[config.mk]
export PLATFORM = sky130hd
export DESIGN_NAME = dram_row_buffer_latency
export DESIGN_NICKNAME = d
export VERILOG_FILES = /design/src/drbl_pkg.sv /design/src/dram_row_buffer_latency.sv
export VERILOG_INCLUDE_DIRS = /design/src /design/src/src
export SDC_FILE = /design/constraint.sdc
export NUM_CORES = 1
export LEC_CHECK = 0
export BUFFER_PORTS_ARGS = -buffer_cell sky130_fd_sc_hd__buf_4
export CORE_MARGIN = 1
export CORE_UTILIZATION = 51
export CTS_CLUSTER_DIAMETER = 50
export CTS_CLUSTER_SIZE = 30
export DETAILED_ROUTE_END_ITERATION = 10
export GPL_ROUTABILITY_DRIVEN = 0
export PLACE_DENSITY = 0.71
export SLEW_MARGIN = 0
export SYNTH_ARGS = -nofsm -noshare
export SYNTH_HDL_FRONTEND = slang
export SYNTH_SLANG_ARGS = --single-unit
[constraint.sdc]
create_clock -name clock -period 11.2 [get_ports clock]
set_clock_uncertainty 0.1 [all_clocks]
set_input_delay 0.56 -clock clock [delete_from_list [all_inputs] [get_ports clock]]
set_output_delay 0.56 -clock clock [all_outputs]
set_load 0.005 [all_outputs]
[src/dram_row_buffer_latency_macros.svh]
// Assertion macros for the DRAM row buffer latency block.
// Included by the top level; depends on nothing else.
`ifndef DRAM_ROW_BUFFER_LATENCY_MACROS_SVH
`define DRAM_ROW_BUFFER_LATENCY_MACROS_SVH

// Same-cycle implication, disabled while reset is high.
`define DRBL_ASSERT_IMPLY(name, clk, rst, ante, cons) \
   name: assert property (@(posedge clk) disable iff (rst) (ante) |-> (cons)) \
      else $error("drbl: implication check failed");

// Next-cycle implication, disabled while reset is high.
`define DRBL_ASSERT_NEXT(name, clk, rst, ante, cons) \
   name: assert property (@(posedge clk) disable iff (rst) (ante) |=> (cons)) \
      else $error("drbl: next-cycle check failed");

`endif

[src/drbl_pkg.sv]
// Package for the DRAM row buffer latency block: sizes, register indexes,
// outcome codes and the item structs. Depends on nothing.
package drbl_pkg;

   localparam int BANK_COUNT         = 16;
   localparam int LINES_PER_ROW_BITS = 4;
   localparam int ADDRESS_BITS       = 32;

   localparam int LINE_ADDR_W = 32;
   localparam int ADDR_USED_W = (ADDRESS_BITS < LINE_ADDR_W) ? ADDRESS_BITS : LINE_ADDR_W;
   localparam int BANK_W      = (BANK_COUNT > 1) ? $clog2(BANK_COUNT) : 1;
   localparam int ROW_LSB     = LINES_PER_ROW_BITS + BANK_W;
   localparam int ROW_W       = ADDR_USED_W - ROW_LSB;

   localparam int LAT_W   = 10;
   localparam int TIME_W  = 8;
   localparam int COUNT_W = 48;
   localparam int SUM_W   = 56;

   localparam int CSR_INDEX_W = 3;
   localparam int CSR_DATA_W  = 10;

   localparam logic [LAT_W-1:0]  FIXED_LATENCY_RESET = LAT_W'(100);
   localparam logic [TIME_W-1:0] T_ACTIVATE_RESET    = TIME_W'(45);
   localparam logic [TIME_W-1:0] T_COLUMN_RESET      = TIME_W'(45);
   localparam logic [TIME_W-1:0] T_PRECHARGE_RESET   = TIME_W'(45);
   localparam logic [TIME_W-1:0] T_TRANSFER_RESET    = TIME_W'(10);

   typedef enum logic [CSR_INDEX_W-1:0] {
      CSR_ROW_MODE      = 3'd0,
      CSR_FIXED_LATENCY = 3'd1,
      CSR_T_ACTIVATE    = 3'd2,
      CSR_T_COLUMN      = 3'd3,
      CSR_T_PRECHARGE   = 3'd4,
      CSR_T_TRANSFER    = 3'd5
   } csr_index_type;

   typedef enum logic [1:0] {
      OUTCOME_FIXED    = 2'd0,
      OUTCOME_HIT      = 2'd1,
      OUTCOME_CONFLICT = 2'd2,
      OUTCOME_EMPTY    = 2'd3
   } outcome_type;

   typedef struct packed {
      logic [LINE_ADDR_W-1:0] line_address;
      logic                   is_write;
   } req_type;

   typedef struct packed {
      logic [LAT_W-1:0]   latency;
      outcome_type        outcome;
      logic [COUNT_W-1:0] reads_seen;
      logic [COUNT_W-1:0] writes_seen;
      logic [SUM_W-1:0]   read_latency_sum;
      logic [SUM_W-1:0]   write_latency_sum;
   } rsp_type;

endpackage

[src/dram_row_buffer_latency.sv]
// Top level of the DRAM row buffer latency block: open-page timing per bank
// and saturating access statistics. Depends on drbl_pkg and the macros header.
`include "dram_row_buffer_latency_macros.svh"

// An item (line address and read/write flag) is taken at every clock edge at
// which start is high; busy is always low, so one item can be taken in every
// cycle. Each item gives exactly one result, shown on rsp_data for one cycle
// with rsp_valid high. The item passes through the input register and then
// the result register before its result appears. The receiver cannot stall
// the block and must take the result in that cycle. The input stage registers
// the item; the lookup stage looks up the selected bank,
// forms the latency, updates the bank's open row and the statistics, and
// registers the result. Because the bank table and counters change at the
// end of the lookup stage, an access to a bank right after another access to
// the same bank sees the row that the earlier access opened. Configuration
// registers are written through the csr_ port, and should only be written
// while no item is in flight. The stored row of a bank has no reset; its
// comparison only counts once the bank's open bit is set.
module dram_row_buffer_latency (
   input  logic                              clock,
   input  logic                              reset,
   input  logic                              start,
   output logic                              busy,
   input  drbl_pkg::req_type                 req_data,
   output logic                              rsp_valid,
   output drbl_pkg::rsp_type                 rsp_data,
   input  logic                              csr_we,
   input  logic [drbl_pkg::CSR_INDEX_W-1:0]  csr_index,
   input  logic [drbl_pkg::CSR_DATA_W-1:0]   csr_wdata
);

   // Configuration registers.
   logic                          row_mode_ff;
   logic [drbl_pkg::LAT_W-1:0]    fixed_latency_ff;
   logic [drbl_pkg::TIME_W-1:0]   t_activate_ff;
   logic [drbl_pkg::TIME_W-1:0]   t_column_ff;
   logic [drbl_pkg::TIME_W-1:0]   t_precharge_ff;
   logic [drbl_pkg::TIME_W-1:0]   t_transfer_ff;

   // Input stage.
   logic                          req_valid_ff;
   drbl_pkg::req_type             req_ff;

   // Bank table: open bits are cleared by reset, rows are not.
   logic [drbl_pkg::BANK_COUNT-1:0] bank_open_ff;
   logic [drbl_pkg::ROW_W-1:0]      bank_row_ff [drbl_pkg::BANK_COUNT];

   // Statistics.
   logic [drbl_pkg::COUNT_W-1:0]  read_count_ff;
   logic [drbl_pkg::COUNT_W-1:0]  write_count_ff;
   logic [drbl_pkg::SUM_W-1:0]    read_sum_ff;
   logic [drbl_pkg::SUM_W-1:0]    write_sum_ff;
   logic [drbl_pkg::COUNT_W-1:0]  read_count_in;
   logic [drbl_pkg::COUNT_W-1:0]  write_count_in;
   logic [drbl_pkg::SUM_W-1:0]    read_sum_in;
   logic [drbl_pkg::SUM_W-1:0]    write_sum_in;

   // Result stage.
   logic                          rsp_valid_ff;
   drbl_pkg::rsp_type             rsp_ff;

   // Lookup and latency.
   logic [drbl_pkg::ADDR_USED_W-1:0] addr_used;
   logic [drbl_pkg::BANK_W-1:0]      bank_field;
   logic [drbl_pkg::BANK_W-1:0]      bank_sel;
   logic [drbl_pkg::ROW_W-1:0]       row_sel;
   logic                             sel_open;
   logic                             sel_match;
   logic [drbl_pkg::LAT_W-1:0]       base_latency;
   logic [drbl_pkg::LAT_W-1:0]       latency;
   drbl_pkg::outcome_type            outcome;
   logic                             bank_update;

   logic                             read_cnt_carry;
   logic [drbl_pkg::COUNT_W-1:0]     read_cnt_sum;
   logic                             write_cnt_carry;
   logic [drbl_pkg::COUNT_W-1:0]     write_cnt_sum;
   logic                             read_sum_carry;
   logic [drbl_pkg::SUM_W-1:0]       read_sum_add;
   logic                             write_sum_carry;
   logic [drbl_pkg::SUM_W-1:0]       write_sum_add;

   assign busy      = 1'b0;
   assign rsp_valid = rsp_valid_ff;
   assign rsp_data  = rsp_ff;

   // Configuration writes; indexes beyond the register list are ignored.
   always_ff @(posedge clock) begin
      if (reset) begin
         row_mode_ff      <= 1'b0;
         fixed_latency_ff <= drbl_pkg::FIXED_LATENCY_RESET;
         t_activate_ff    <= drbl_pkg::T_ACTIVATE_RESET;
         t_column_ff      <= drbl_pkg::T_COLUMN_RESET;
         t_precharge_ff   <= drbl_pkg::T_PRECHARGE_RESET;
         t_transfer_ff    <= drbl_pkg::T_TRANSFER_RESET;
      end else if (csr_we) begin
         unique case (csr_index)
            drbl_pkg::CSR_ROW_MODE:      row_mode_ff      <= csr_wdata[0];
            drbl_pkg::CSR_FIXED_LATENCY: fixed_latency_ff <= csr_wdata[drbl_pkg::LAT_W-1:0];
            drbl_pkg::CSR_T_ACTIVATE:    t_activate_ff    <= csr_wdata[drbl_pkg::TIME_W-1:0];
            drbl_pkg::CSR_T_COLUMN:      t_column_ff      <= csr_wdata[drbl_pkg::TIME_W-1:0];
            drbl_pkg::CSR_T_PRECHARGE:   t_precharge_ff   <= csr_wdata[drbl_pkg::TIME_W-1:0];
            drbl_pkg::CSR_T_TRANSFER:    t_transfer_ff    <= csr_wdata[drbl_pkg::TIME_W-1:0];
            default: ;
         endcase
      end
   end

   // Input register.
   always_ff @(posedge clock) begin
      if (reset) begin
         req_valid_ff <= 1'b0;
      end else begin
         req_valid_ff <= start && !busy;
      end
   end

   always_ff @(posedge clock) begin
      if (start && !busy) begin
         req_ff <= req_data;
      end
   end

   // Bank field sits just above the line-in-row bits; the row is everything
   // above the bank field. The modulo only matters for a bank count that is
   // not a power of two.
   always_comb begin
      addr_used    = req_ff.line_address[drbl_pkg::ADDR_USED_W-1:0];
      bank_field   = addr_used[drbl_pkg::LINES_PER_ROW_BITS +: drbl_pkg::BANK_W];
      bank_sel     = drbl_pkg::BANK_W'(bank_field % drbl_pkg::BANK_COUNT);
      row_sel      = addr_used[drbl_pkg::ADDR_USED_W-1:drbl_pkg::ROW_LSB];
      sel_open     = bank_open_ff[bank_sel];
      sel_match    = (bank_row_ff[bank_sel] == row_sel);
      base_latency = drbl_pkg::LAT_W'(t_column_ff) + drbl_pkg::LAT_W'(t_transfer_ff);

      // The largest open-page latency is four 8-bit timings, which fits.
      if (!row_mode_ff) begin
         latency = fixed_latency_ff;
         outcome = drbl_pkg::OUTCOME_FIXED;
      end else if (sel_open && sel_match) begin
         latency = base_latency;
         outcome = drbl_pkg::OUTCOME_HIT;
      end else if (sel_open) begin
         latency = base_latency + drbl_pkg::LAT_W'(t_precharge_ff)
                   + drbl_pkg::LAT_W'(t_activate_ff);
         outcome = drbl_pkg::OUTCOME_CONFLICT;
      end else begin
         latency = base_latency + drbl_pkg::LAT_W'(t_activate_ff);
         outcome = drbl_pkg::OUTCOME_EMPTY;
      end

      bank_update = req_valid_ff && row_mode_ff && (outcome != drbl_pkg::OUTCOME_HIT);
   end

   // Saturating statistics: a carry out of the adder means the limit is hit.
   always_comb begin
      {read_cnt_carry, read_cnt_sum} =
         {1'b0, read_count_ff} + (drbl_pkg::COUNT_W+1)'(1);
      {write_cnt_carry, write_cnt_sum} =
         {1'b0, write_count_ff} + (drbl_pkg::COUNT_W+1)'(1);
      {read_sum_carry, read_sum_add} =
         {1'b0, read_sum_ff} + (drbl_pkg::SUM_W+1)'(latency);
      {write_sum_carry, write_sum_add} =
         {1'b0, write_sum_ff} + (drbl_pkg::SUM_W+1)'(latency);

      read_count_in  = read_count_ff;
      write_count_in = write_count_ff;
      read_sum_in    = read_sum_ff;
      write_sum_in   = write_sum_ff;
      if (req_valid_ff) begin
         if (req_ff.is_write) begin
            write_count_in = write_cnt_carry ? '1 : write_cnt_sum;
            write_sum_in   = write_sum_carry ? '1 : write_sum_add;
         end else begin
            read_count_in = read_cnt_carry ? '1 : read_cnt_sum;
            read_sum_in   = read_sum_carry ? '1 : read_sum_add;
         end
      end
   end

   always_ff @(posedge clock) begin
      if (reset) begin
         bank_open_ff   <= '0;
         read_count_ff  <= '0;
         write_count_ff <= '0;
         read_sum_ff    <= '0;
         write_sum_ff   <= '0;
         rsp_valid_ff   <= 1'b0;
      end else begin
         if (bank_update) begin
            bank_open_ff[bank_sel] <= 1'b1;
         end
         read_count_ff  <= read_count_in;
         write_count_ff <= write_count_in;
         read_sum_ff    <= read_sum_in;
         write_sum_ff   <= write_sum_in;
         rsp_valid_ff   <= req_valid_ff;
      end
   end

   always_ff @(posedge clock) begin
      if (bank_update) begin
         bank_row_ff[bank_sel] <= row_sel;
      end
   end

   // Result register carries the statistics including this access.
   always_ff @(posedge clock) begin
      if (req_valid_ff) begin
         rsp_ff.latency           <= latency;
         rsp_ff.outcome           <= outcome;
         rsp_ff.reads_seen        <= read_count_in;
         rsp_ff.writes_seen       <= write_count_in;
         rsp_ff.read_latency_sum  <= read_sum_in;
         rsp_ff.write_latency_sum <= write_sum_in;
      end
   end

   // Every taken item shows up as a result after the input and result registers.
   `DRBL_ASSERT_IMPLY(a_rsp_follows_req, clock, reset, start && !busy, ##2 rsp_valid)
   // Statistics only move when an item is in the lookup stage.
   `DRBL_ASSERT_NEXT(a_stats_hold_idle, clock, reset, !req_valid_ff,
                     $stable(read_count_ff) && $stable(write_sum_ff))
   // Saturating counters never go backward outside reset.
   `DRBL_ASSERT_IMPLY(a_count_monotonic, clock, reset, !$past(reset),
                      read_count_ff >= $past(read_count_ff))

endmodule

# Yosys cells after proc, flatten, opt, wreduce, memory -nomap -nowiden
# Memory sizes are Yosys's and may differ from the RTL's. A register that Yosys moved wholly into a read port is not among the register bits.
# Cells that the tools add are included.
# W data, S select, Z words.
# op_classes
n_mux	25
reduce_logical	11
bitwise_logic	1
order_cmp	2
addsub	8
eq_ne	7
# ops
operator	n
$mux W56	6
$mux W48	6
$add A56 B10 Y57	2
$add A48 B1 Y49 const B	2
$mux W10	3
$eq A24 B24 Y1	1
$add A9 B8 Y10	2
$or A16 B16 Y16	1
$reduce_and A2 Y1	6
$add A10 B8 Y10	1
$add A8 B8 Y9	1
$eq A3 B2 Y1 const B	2
$eq A3 B3 Y1 const B	2
$lt A4 B5 Y1 const B	1
$mux W1	5
$bmux W1 S4	1
$demux W1 S4	1
$ge A4 B1 Y1 const B	1
$logic_and A1 B1 Y1	4
$mux W2	2
$mux W4	1
$eq A3 B1 Y1 const B	1
$logic_not A3 Y1	1
$ne A2 B1 Y1 const B	1
# word_totals
reg_bits	522
wordCells	76
output_inout_bits	222
ram_bits	384
memories	1
# mem_list
name	depth	word_bits	read_ports	rd_ports_with_merged_regs	wr	line_no	rtl
bank_row_ff	16	24	1	1	1	dram_row_buffer_latency.sv:46	logic [drbl_pkg::ROW_W-1:0] bank_row_ff [drbl_pkg::BANK_COUNT];

# Longest topological paths before layout
# depth
word_depth	10
mapped_depth	30

# Worst setup path before layout
# Ideal clock, no wire load.
# synth_timing
path_kind	register to register
start	register req_valid_ff
end	register rsp_ff, in the netlist rsp_data[154], data pin
path_stages_with_launch	10
path_buffers	0
setup_ns	0.268
arrival_ns	8.129
period_less_slack_ns	8.496
t_required_ns	10.832
setup_slack_ns	2.704
path_cell_list	dfxtp_1 -> nand2_1 -> nor2_1 -> nand3_1 -> or4_1 -> nor3_1 -> nand2_1 -> nor3_1 -> xnor2_1 -> nand2_1
# synth_via
elab_chain_cells	1
# synth_lines
item	line_no	rtl
from (decl)	dram_row_buffer_latency.sv:41	logic req_valid_ff;
from (signal assigned)	dram_row_buffer_latency.sv:114	req_valid_ff <= start && !busy;
$mux W48	dram_row_buffer_latency.sv:170	if (req_valid_ff) begin
via write_count_in (one bit)	dram_row_buffer_latency.sv:54	logic [drbl_pkg::COUNT_W-1:0] write_count_in;
to (decl)	dram_row_buffer_latency.sv:60	drbl_pkg::rsp_type rsp_ff;
# The timed path passes the listed nets, and every way through them passes these cells.
# A chain may end at the register's enable or synchronous reset.

==> summary.md <==
| Metric | Value |
|---|---|
| Outcome | `complete, but fails checks` |
| Failing checks | `DRC` |
| Core Area | `0.0732 sq mm` |
| Clk buf depth | `3` |
| Shortest period the worst path allows | `about 8.0 ns` |
| Clock latency on the worst-skew pair | `0.66 ns` |
| Setup CP Type | `flop to flop` |
| Largest net degree at the start of global routing | `116` |
| TritonCTS clock tree | `done` |
| Power Density | `165 mW/mm^2` |
| Die Area | `0.0754 sq mm` |
| Post-synthesis cell type count | `79` |
| Synthesized netlist cell count | `2866` |
| Placed insts | `3980` |
| First-pass GRT wire length | `132000 um` |
| FMAX | `roughly 0.12 GHz` |
| Syn_area_per_cell | `13.2 sq um` |
| CTS Buf Count | `89` |
| Hold slack | `between 0.04 and 0.05 ns` |
| Setup TNS | `0 ns` |
| Worst slew margin | `15.4%` |
| Worst slew pin tran | `1.26 ns` |
| Warnings from Yosys | `0` |
| # DRC | `1` |
| Max Cap Viol | `0` |
| Number of setup violations in the final report | `0` |
| Congestion Overflow GR | `0` |
| Hold Fails Final Rpt | `0` |
| First drt pass iteration count | `8` |
| Sequential element share of the synthesized area | `64.6%` |
| Area occupied by multi-input gates | `0.0126 sq mm` |
| Hpwl dp | `53000 um` |
| Post-Syn Area | `0.0379 sq mm` |
| Maximum vdd drop | `roughly 0.12 mV` |
| CP Max Fanout | `58` |
| Buffers on Ports | `266` |
| Detailed Route Iter0 Violations | `1757` |
| Post-CTS setup buffer count | `0` |
| Post-synth EDFFs | `633` |
| Async S/R FF share, synth | `0%` |
| Initial antenna violation count | `8` |
| Via Count | `24000` |
| Layout cells sized above 1 | `18.5%` |
| Max Slew Vio Count | `0` |
| Row cnt | `99` |
| Final Instance Count excl. Fillers | `4179` |
| Post-synth top flop | `edfxtp_1` |
| Mean number of vias per cell | `5.74` |
| Crit end category | `flop` |
| WL final | `85200 um` |
| Unrepaired setup endpoints after global routing | `no` |
| GRT Overall Usage | `22.4%` |
| Startpoint Class | `flop` |
| Register area | `roughly 0.024 sq mm` |
| Leakage Power | `16.3 nW` |
| Pre-CTS WS | `3.32 ns` |
| Hold Crit Class | `input pin to flop` |
| Final Power | `roughly 7.3 mW` |
| Root Buffer | `clkbuf_16` |
| Sink Count | `906` |
| Post-route ant nets | `0` |
| Area Growth Syn to Fin | `16.8%` |
| Htree depth | `3` |
| # IOs | `272` |
| Die X | `275 um` |
| Initial core utilization | `51.8%` |
| CP arrival | `about 8.3 ns` |
| Vias in the first global route | `24200` |
| Crit share post-route | `71.6%` |
| Layout net count | `3250` |
| Post-Syn Nets | `2975` |
| Worst Path Required | `11.45 ns` |
| #FFs+latches synth | `906` |
| CTS clk-pin slew, worst paths | `~0.07 ns` |
| Final worst slack | `about 3.2 ns` |
| Die height | `275 um` |
| Wire length per cell | `20.4 um` |
| Fill count | `5521` |
## cell usage in the layout, fill, tap and decap left out, types with 11 or more instances in the layout
cell type,count
a2111oi_0,12
a211oi_1,38
a21o_1,12
a21oi_1,233
a311oi_1,12
a31oi_1,28
and2_1,39
and3_1,44
and3_2,11
and4_1,14
buf_4,291
clkbuf_16,90
clkinv_8,16
dfxtp_1,269
dlygate4sd3_1,29
edfxtp_1,633
fa_1,13
ha_1,46
inv_1,65
inv_6,16
inv_8,11
mux2_2,20
mux2i_1,66
mux4_2,87
nand2_1,319
nand3_1,90
nand4_1,34
nor2_1,132
nor2b_1,24
nor3_1,59
nor4_1,26
o21a_1,25
o21ai_0,36
xnor2_1,141
xor2_1,69
## cell usage after synthesis, drive strengths merged (7+ instances only)
cell       n  area share [%]
o21a      25            0.50
a21oi    234             3.1
o211ai     9            0.18
mux4      87             5.2
xnor2    141             3.3
fa        13            0.69
nand2    321             3.2
mux2      21            0.62
buf       46            0.75
clkbuf    91            0.90
a311oi    13            0.30
a2111oi   13            0.35
or3        8            0.13
mux2i     66             1.7
and4      14            0.32
and3      55            0.91
nor2     132             1.3
nor4      27            0.46
or2        7            0.12
inv       65            0.64
xor2      69             1.6
a21o      12            0.24
a31oi     28            0.46
dfxtp    273              14
nand2b    10            0.17
nand3     91             1.2
edfxtp   633              50
ha        46             1.5
nor2b     25            0.41
o21ai     40            0.53
and2      39            0.64
nor3      60            0.81
a211oi    39            0.79
nand4     35            0.62
nor3b      7            0.14
## worst paths after layout
path	cells after the start	slack (ns)	from	endpoint
worst max-delay path	23	3.19	flop	rsp_data[102]
worst min-delay path	3	0.05	csr_wdata[9]	fixed_latency_ff[9]
worst min register to register	2	0.36	fixed_latency_ff[3]	fixed_latency_ff[3]
worst max register to register	23	3.19	flop	rsp_data[102]
## state kept, by name (all words and copies together) (netlist names), 8 cells and up, named ones only
signal,flops
fixed_latency_ff,10
addr_used,28
t_activate_ff,8
t_precharge_ff,8
write_sum_ff,56
t_column_ff,8
read_sum_ff,56
bank_open_ff,16
bank_row_ff,384
write_count_ff,48
rsp_data,220
t_transfer_ff,8
read_count_ff,48
## layer usage
| metal | track usage, % | part of all wire (%) | vias to the layer above |
|---|---|---|---|
| met5 | 0 | 0.083 | - |
| met4 | 7.30 | 2.6 | 12 |
| met3 | 5.99 | 7.3 | 152 |
| met2 | 37.3 | 49 | 655 |
| met1 | 28.6 | 41 | 11900 |
| li1 | - | - | 11200 |
## critical path, stage by stage, from the launching register on
cell	delay (ns)
dfxtp_4	1.00
buf_4	0.62
mux2i_1	0.15
a22o_1	0.28
o31a_1	0.30
nor4b_1	0.39
a41oi_1	0.27
nor4b_4	0.45
nand4_4	0.39
mux2i_1	0.27
mux2_2	0.23
ha_1	0.18
inv_1	0.06
fa_1	0.40
nor2b_1	0.13
o21ai_0	0.11
a21boi_0	0.28
o21a_1	0.17
o21a_1	0.16
o21ai_0	0.08
buf_4	0.19
a211o_1	0.34
nor2_1	0.86
a31oi_1	0.24
## area by class of cell
cell class,count,share of cell area [%]
sequential,906,55.4
multi-input combinational,1756,28.4
timing repair buffer,321,5.62
clock buffer,98,5.20
tap,959,2.71
clock inverter,70,2.14
inverter,67,0.568
antenna,2,0.0113
## cells by family (layout without fill, tap and decap cells)
kind of cell / after synthesis / in the layout / synth area share, %
muxes: 174 / 174 / 7.54
xor gates and xnor gates: 210 / 210 / 4.85
adders and majority gates: 59 / 59 / 2.21
AOI/OAI and AO/OA: 467 / 467 / 7.67
other: 1 / 3 / 0.00990
and+or+nand+nor: 845 / 845 / 10.8
DFF: 906 / 906 / 64.6
buffers and inverters: 204 / 556 / 2.32
## repair_timing
item,4_1_cts,5_1_grt
gates resized for setup,0,0
setup endpoints to repair,0,0
hold buffers,29,0
endpoints found under the hold margin,30,0
## report_power, final
part           leakage (nW)  switching [mW]  total [mW]  internal, mW
sequential             8.05          0.0779        3.71          3.63
combinational          6.68           0.203       0.400         0.197
clock                  1.55            1.52        3.18          1.66
total                  16.3            1.80        7.29          5.49
## stage by stage
step / utilization, % / instance area, sq um
5_1_grt: 60.4 / 44200
3_5_place_dp: 55.6 / 40700
4_1_cts: 60.4 / 44200
3_3_place_gp: 55.6 / 40700
6_report: 60.4 / 44200
2_1_floorplan: - / 37900
Note: power is estimated with default switching activity, not from simulation.
